==> config.mk <==
export PLATFORM = sky130hd
export DESIGN_NAME = lru_page_replacement_unit
export DESIGN_NICKNAME = d
export VERILOG_FILES = /design/src/hdl/lrupr_pkg.sv /design/src/hdl/lrupr_ram.sv /design/src/hdl/lru_page_replacement_unit.sv
export SDC_FILE = /design/constraint.sdc
export NUM_CORES = 1
export LEC_CHECK = 0
export BUFFER_PORTS_ARGS = -buffer_cell sky130_fd_sc_hd__buf_2
export CELL_PAD_IN_SITES_DETAIL_PLACEMENT = 1
export CELL_PAD_IN_SITES_GLOBAL_PLACEMENT = 1
export CORE_MARGIN = 3
export CORE_UTILIZATION = 37
export CTS_BUF_LIST = sky130_fd_sc_hd__clkbuf_4
export DETAILED_ROUTE_END_ITERATION = 7
export GPL_TIMING_DRIVEN = 0
export PLACE_DENSITY = 0.56
export SETUP_SLACK_MARGIN = 0.5
export SLEW_MARGIN = 0
export SYNTH_ARGS = -nofsm -noshare
export SYNTH_HDL_FRONTEND = slang
export SYNTH_HIERARCHICAL = 1
export SYNTH_SLANG_ARGS = --single-unit
==> constraint.sdc <==
create_clock -name clk -period 17.1 [get_ports clk]
set_input_delay 3.42 -clock clk [delete_from_list [all_inputs] [get_ports clk]]
set_output_delay 3.42 -clock clk [all_outputs]
set_load 0.05 [all_outputs]
==> src/hdl/lrupr_pkg.sv <==
// Shared types and constants of the LRU page replacement unit.
package lrupr_pkg;

  // Sequencer states of the replacement engine
  typedef enum logic [1:0] {
    ST_IDLE,
    ST_SCAN,
    ST_UPDATE
  } lrupr_state_t;

  localparam logic [31:0] SAT32      = 32'hFFFF_FFFF;
  localparam logic [3:0]  CFG_FRAMES = 4'd3;

endpackage

==> src/hdl/lrupr_ram.sv <==
// Generic single-write, single-read RAM with registered read data.
module lrupr_ram #(
  parameter int WIDTH = 16,
  parameter int DEPTH = 8
) (
  input  logic                                   clk,
  input  logic                                   wr_en,
  input  logic [(DEPTH > 1 ? $clog2(DEPTH) : 1)-1:0] wr_addr,
  input  logic [WIDTH-1:0]                       wr_data,
  input  logic [(DEPTH > 1 ? $clog2(DEPTH) : 1)-1:0] rd_addr,
  output logic [WIDTH-1:0]                       rd_data
);

  logic [WIDTH-1:0] mem [DEPTH];

  // Write port
  always_ff @(posedge clk) begin
    if (wr_en) begin
      mem[wr_addr] <= wr_data;
    end
  end

  // Registered read port
  always_ff @(posedge clk) begin
    rd_data <= mem[rd_addr];
  end

endmodule

==> src/hdl/lru_page_replacement_unit.sv <==
// Top level of the LRU page replacement unit (timestamp scheme).
//
// Input channel: page and last_access, transferred when in_valid is high
// and in_stall is low. Output channel: hit, frame_index, evicted_valid,
// evicted_page, fault_count and string_done, transferred when out_valid
// is high and out_stall is low. One result per input item.
// Configuration: cfg_we writes cfg_wdata into frames_in_use (0 acts as 1,
// values above MAX_FRAMES act as MAX_FRAMES); write only while idle.
// Each item runs in order through a scan that reads n frames, one frame a
// cycle, through the single read port of the page and stamp RAMs, n being
// the active frame count; the compare of the last frame; and an update
// that writes the RAMs and loads the output register. The next item can
// transfer only once that update is done, so items do not overlap.
// in_stall stays high while an item is in work. A finished result waits in
// the output register while out_stall is high; the next item is accepted
// meanwhile, but its update waits until the previous result is transferred.
// Reset empties all frames (valid bits clear at once), zeroes the access
// clock and fault total and sets frames_in_use to 3. A result marked
// string_done returns the same state, keeping frames_in_use.
module lru_page_replacement_unit
  import lrupr_pkg::*;
#(
  parameter int MAX_FRAMES = 8
) (
  input  logic        clk,
  input  logic        rst,
  input  logic        cfg_we,
  input  logic [3:0]  cfg_wdata,
  input  logic        in_valid,
  output logic        in_stall,
  input  logic [15:0] page,
  input  logic        last_access,
  output logic        out_valid,
  input  logic        out_stall,
  output logic        hit,
  output logic [2:0]  frame_index,
  output logic        evicted_valid,
  output logic [15:0] evicted_page,
  output logic [31:0] fault_count,
  output logic        string_done
);

  localparam int IDX_W = (MAX_FRAMES > 1) ? $clog2(MAX_FRAMES) : 1;
  localparam int CNT_W = $clog2(MAX_FRAMES + 1);

  lrupr_state_t state, state_next;

  logic [3:0]            frames_in_use;
  logic [MAX_FRAMES-1:0] frame_valid;
  logic [31:0]           access_clock;
  logic [31:0]           faults_total;

  logic [15:0]      page_r;
  logic             done_r;
  logic [CNT_W-1:0] n_r;
  logic [CNT_W-1:0] n_cfg;
  logic [7:0]       n_wide;

  logic [CNT_W-1:0] iss_cnt;
  logic             cmp_vld;
  logic [IDX_W-1:0] cmp_idx;

  logic             hit_r;
  logic [IDX_W-1:0] hit_idx;
  logic             found_empty;
  logic [IDX_W-1:0] vic_idx;
  logic [31:0]      best_stamp;
  logic [15:0]      vic_page;

  logic [15:0] pg_rd;
  logic [31:0] st_rd;

  logic             in_xfer;
  logic             out_free;
  logic             commit;
  logic [IDX_W-1:0] use_idx;
  logic [31:0]      faults_next;
  logic [7:0]       idx_wide;
  logic             cmp_valid_frame;
  logic             stamp_less;

  // Clamp the configured frame count to 1..MAX_FRAMES
  always_comb begin
    n_wide = {4'd0, frames_in_use};
    if (n_wide == 8'd0) begin
      n_wide = 8'd1;
    end
    if (n_wide > 8'(MAX_FRAMES)) begin
      n_wide = 8'(MAX_FRAMES);
    end
    n_cfg = CNT_W'(n_wide);
  end

  assign in_stall = (state != ST_IDLE);
  assign in_xfer  = in_valid && !in_stall;
  assign out_free = !out_valid || !out_stall;
  assign commit   = (state == ST_UPDATE) && out_free;
  assign use_idx  = hit_r ? hit_idx : vic_idx;

  // Saturating fault total including this reference
  always_comb begin
    faults_next = faults_total;
    if (!hit_r && (faults_total != SAT32)) begin
      faults_next = faults_total + 32'd1;
    end
  end

  // Page and stamp stores, one frame read per cycle
  lrupr_ram #(
    .WIDTH (16),
    .DEPTH (MAX_FRAMES)
  ) u_page_ram (
    .clk     (clk),
    .wr_en   (commit),
    .wr_addr (use_idx),
    .wr_data (page_r),
    .rd_addr (iss_cnt[IDX_W-1:0]),
    .rd_data (pg_rd)
  );

  lrupr_ram #(
    .WIDTH (32),
    .DEPTH (MAX_FRAMES)
  ) u_stamp_ram (
    .clk     (clk),
    .wr_en   (commit),
    .wr_addr (use_idx),
    .wr_data (access_clock),
    .rd_addr (iss_cnt[IDX_W-1:0]),
    .rd_data (st_rd)
  );

  // State register
  always_ff @(posedge clk) begin
    if (rst) begin
      state <= ST_IDLE;
    end else begin
      state <= state_next;
    end
  end

  // Next state
  always_comb begin
    state_next = state;
    case (state)
      ST_IDLE: begin
        if (in_xfer) begin
          state_next = ST_SCAN;
        end
      end
      ST_SCAN: begin
        if (iss_cnt == n_r) begin
          state_next = ST_UPDATE;
        end
      end
      ST_UPDATE: begin
        if (out_free) begin
          state_next = ST_IDLE;
        end
      end
      default: begin
        state_next = ST_IDLE;
      end
    endcase
  end

  // Configuration register
  always_ff @(posedge clk) begin
    if (rst) begin
      frames_in_use <= CFG_FRAMES;
    end else if (cfg_we) begin
      frames_in_use <= cfg_wdata;
    end
  end

  // Latch the item and frame count at transfer
  always_ff @(posedge clk) begin
    if (in_xfer) begin
      page_r <= page;
      done_r <= last_access;
      n_r    <= n_cfg;
    end
  end

  // Issue one frame read a cycle; the compare follows in the cycle after the read
  always_ff @(posedge clk) begin
    if (rst) begin
      iss_cnt <= '0;
      cmp_vld <= 1'b0;
    end else begin
      cmp_vld <= 1'b0;
      if (in_xfer) begin
        iss_cnt <= '0;
      end else if ((state == ST_SCAN) && (iss_cnt != n_r)) begin
        iss_cnt <= iss_cnt + CNT_W'(1);
        cmp_vld <= 1'b1;
      end
    end
  end

  always_ff @(posedge clk) begin
    cmp_idx <= iss_cnt[IDX_W-1:0];
  end

  // Shared compare unit: page match and stamp order of the returned frame
  assign cmp_valid_frame = frame_valid[cmp_idx];
  assign stamp_less      = (st_rd < best_stamp);

  // Track first hit and the victim over the scan
  always_ff @(posedge clk) begin
    if (rst) begin
      hit_r       <= 1'b0;
      found_empty <= 1'b0;
    end else if (in_xfer) begin
      hit_r       <= 1'b0;
      found_empty <= 1'b0;
    end else if (cmp_vld) begin
      if (cmp_valid_frame && (pg_rd == page_r) && !hit_r) begin
        hit_r <= 1'b1;
      end
      if (!cmp_valid_frame && !found_empty) begin
        found_empty <= 1'b1;
      end
    end
  end

  always_ff @(posedge clk) begin
    if (cmp_vld) begin
      if (cmp_valid_frame && (pg_rd == page_r) && !hit_r) begin
        hit_idx <= cmp_idx;
      end
      if (!cmp_valid_frame) begin
        if (!found_empty) begin
          vic_idx <= cmp_idx;
        end
      end else if (!found_empty && ((cmp_idx == '0) || stamp_less)) begin
        best_stamp <= st_rd;
        vic_idx    <= cmp_idx;
        vic_page   <= pg_rd;
      end
    end
  end

  // Commit frame state, clock and fault total; clear at end of string
  always_ff @(posedge clk) begin
    if (rst) begin
      frame_valid  <= '0;
      access_clock <= '0;
      faults_total <= '0;
    end else if (commit) begin
      if (done_r) begin
        frame_valid  <= '0;
        access_clock <= '0;
        faults_total <= '0;
      end else begin
        frame_valid[use_idx] <= 1'b1;
        faults_total         <= faults_next;
        if (access_clock != SAT32) begin
          access_clock <= access_clock + 32'd1;
        end
      end
    end
  end

  // Output register: hold while stalled, load on commit
  always_ff @(posedge clk) begin
    if (rst) begin
      out_valid <= 1'b0;
    end else if (commit) begin
      out_valid <= 1'b1;
    end else if (!out_stall) begin
      out_valid <= 1'b0;
    end
  end

  assign idx_wide = 8'(use_idx);

  always_ff @(posedge clk) begin
    if (commit) begin
      hit           <= hit_r;
      frame_index   <= idx_wide[2:0];
      evicted_valid <= !hit_r && !found_empty;
      evicted_page  <= (!hit_r && !found_empty) ? vic_page : 16'd0;
      fault_count   <= faults_next;
      string_done   <= done_r;
    end
  end

  // A hit never reports an eviction
  a_hit_no_evict: assert property (@(posedge clk) disable iff (rst)
    out_valid |-> !(hit && evicted_valid))
    else $error("hit result reports an evicted page");

  // Scan never issues past the active frame count
  a_scan_bound: assert property (@(posedge clk) disable iff (rst)
    (state == ST_SCAN) |-> (iss_cnt <= n_r))
    else $error("scan issued beyond active frames");

  // An accepted item starts a scan
  a_accept_scan: assert property (@(posedge clk) disable iff (rst)
    in_xfer |=> (state == ST_SCAN) && (iss_cnt == '0))
    else $error("accepted item did not start a scan");

  // A hit frame is a resident frame
  a_hit_valid: assert property (@(posedge clk) disable iff (rst)
    ((state == ST_UPDATE) && hit_r) |-> frame_valid[hit_idx])
    else $error("hit on an empty frame");

endmodule
==> reports/qor.csv <==
metric;value;unit
Rows;95;
Worst Setup Path Type;in2reg;
Post-CTS Repair Setup Buffers;0;
Starting DRT DRC Count;682;
Die Width;269;µm
layout cell share with drive strength beyond 1;0.282;
routed via count;14200;
Layout Nets;1833;
Max Cap Viol;0;
slowest CP cell;inv_4;
Seq/Total Area, Yosys;0.711;
length in cells of the worst reg-to-reg path;9;
Worst Path Max Fanout;64;
Period Utilization, post-route;0.344;
Worst Setup SP;out_stall;
Tmin final;5880;ps
Die Height;269;µm
P per Cell Area;107;nW/µm²
hold crit path type;reg2reg;
fin worst setup slack;11220;ps
Final Util;0.441;
dpl hpwl;39.0;mm
asr flop ratio synth;0;
I/O pin cnt;82;
routed length on met2;29.9;mm
ANT nets after route;0;
CTS Hold Bufs;0;
clk sinks;650;
Yosys top cell by area;edfxtp_1;
die area;72100;µm²
#FFs+latches synth;650;
Clk Latency, worst-skew pair;980;ps
drc violations;0;
WL final;59.7;mm
input/output buffers;81;
Post-CTS Resized;0;
clk buf depth;3;
max layer used;met4;
Avg Synthesized Cell Area;17.1;µm²
critical path cell sequence;buf_2 > nand2_1 > nand2_1 > inv_4 > nand2b_1 > clkbuf_1 > nor2_1 > clkbuf_1 > nand2_1 > a31oi_1;
FF/Latch Area;18100;µm²
Critical Path RT;17990;ps
Crit path arrival time;6780;ps
Starting Density;0.377;
Area contributors post-synth;edfxtp_1 (60%), dfxtp_1 (11%), mux4_1 (7.0%);
largest net degree at the start of global routing;65;
Leakage;9.76;nW
Net Count, Synth;1549;
Main synth FF type;edfxtp_1;
vias per cell;5.09;
initial antenna violation count;3;
status;complete, no violations;
Worst slew margin;0.145;
Setup Skew;85.9;ps
Worst Max-Slew Pin Slew;1270;ps
Fin Setup TNS;0;ps
met3 wire length;2.22;mm
area of the multi-input gates;6960;µm²
first-pass GRT wire length;91.5;mm
CP Launch Type;input pin;
placed cells;2473;
Synth Instances;1489;
hold_sp;hit_r;
GPL Wtd Cong;0.740;
Num CTS Buffers;171;
Synth-to-Final Area Change;17.0;%
most used cell, CP;nand2_1;
Synth top cells by count;edfxtp_1 (513), dfxtp_1 (137), nor2_1 (89);
Max VDD drop;0.0000592;V
most frequent cell after synthesis;edfxtp_1;
Synth top area share;0.604;
unrepaired setup endpoints after global routing;no;
EDFF count, synth;513;
CTS tree;yes;
clock slew at reported path FFs;70;ps
Remaining Overflow, GRT;0;
drt wl/cell;21.4;µm
Max Transition Viols Final;0;
DRT Pass-1 Iters;5;
# fillers;6741;
wl on met1;26.5;mm
Final Hold Viols;0;
pre-CTS setup slack;10130;ps
Core Area;67800;µm²
Finished Layout Cells;2795;
Critical Path End Type;register;
root buf cell;clkbuf_4;
synthesized area;25500;µm²
hold depth;0;
reg2reg start;hit_r;
endpoints failing setup;0;
Synth warnings;6;
Fmax achieved;170;MHz
max incr delay on CP;730;ps
GR Util All Layers;0.170;
vias in the first global route;15400;
Synth cell types;59;
total power;3.19;mW
H-tree depth;4;
[worst paths after layout]
kind | to | slack [ps]
max | faults_total[30] | 11220
max reg2reg | u_stamp_ram/mem[4][9] | 13180
min | hit | 420
min reg2reg | hit | 420
[cells in the final DEF, fill, tap and decap left out, types with 7 or more instances in the layout]
master    instances
nor3_1           13
o31ai_1           8
buf_2            93
nor2b_1           9
dfxtp_1         137
buf_6            20
nand2_1          53
nor2_1           76
nor2_4            7
mux2_2           49
buf_4            12
o21ai_0          24
clkbuf_1         21
a21oi_1          36
nand4_1          22
xor2_1           45
mux4_1           68
buf_1            11
clkinv_1         29
mux4_2           30
nand2b_1         13
nand3_1          27
nor4_1           19
diode_2           9
or4_1             8
edfxtp_1        513
ha_1             34
a31oi_1          14
and3_1           14
or3_1            11
o21ai_1           8
o211ai_1          8
and2_1           22
xnor2_1          39
inv_1            41
and4_1           12
clkbuf_4        265
[report_power, final]
group	total [mW]	switching, mW	leakage [nW]	internal, mW
Combinational	0.0692	0.0399	2.92	0.0293
Clock	1.41	0.638	1.37	0.768
Sequential	1.71	0.0115	5.46	1.70
Total	3.19	0.689	9.76	2.50
[per-stage QoR]
| step | hold slack, ps | cell area (µm²) |
|---|---|---|
| after global routing | 435 | 29900 |
| after global placement | 414 | 27000 |
| after detailed placement | 417 | 27500 |
| final | 418 | 29900 |
| after floorplan | 403 | 25500 |
| after CTS | 412 | 29800 |
[metal layers]
layer,vias to the layer above,global-route usage
li1,6543,-
met1,7330,0.219
met2,278,0.282
met3,86,0.0401
met4,0,0.0616
met5,-,0
[final cells by class]
class                           count  share of cell area
Clock buffer                      265              0.0666
Sequential cell                   650               0.608
Inverter                           42             0.00536
Antenna cell                        9            0.000754
Clock inverter                     48              0.0110
Tap cell                          873              0.0366
Buffer                             60              0.0116
Multi-Input combinational cell    737               0.233
Timing Repair Buffer              111              0.0271
[cells by family (layout without fill, tap and decap cells)]
| kind of cell | count (synthesis) | in the layout | synth area share |
|---|---|---|---|
| flip-flops | 650 | 650 | 0.711 |
| AND/OR/NAND/NOR | 338 | 338 | 0.0708 |
| multiplexers | 153 | 153 | 0.120 |
| AO/OA/AOI/OAI | 128 | 128 | 0.0321 |
| buffers and inverters | 102 | 526 | 0.0198 |
| XOR/XNOR | 84 | 84 | 0.0288 |
| adder cells (fa/ha/maj) | 34 | 34 | 0.0167 |
| other | 0 | 9 | 0 |
[worst max-delay path: cells and delay by family]
kind            cells  cell delay (ps)
buf+inv             4             1690
compound gates      1              180
simple gates        5             1460
[flip-flops by register name, indices dropped and copies added, names as in the netlist, 4 cells and up]
signal / count
u_page_ram/mem: 128
vic_page: 16
faults_total: 32
frame_valid: 8
n_r: 4
iss_cnt: 4
fault_count: 32
evicted_page: 16
u_stamp_ram/mem: 256
access_clock: 32
page_r: 16
frames_in_use: 4
u_stamp_ram/rd_data: 32
u_page_ram/rd_data: 16
best_stamp: 32
Note: power is estimated with default switching activity, not from simulation.
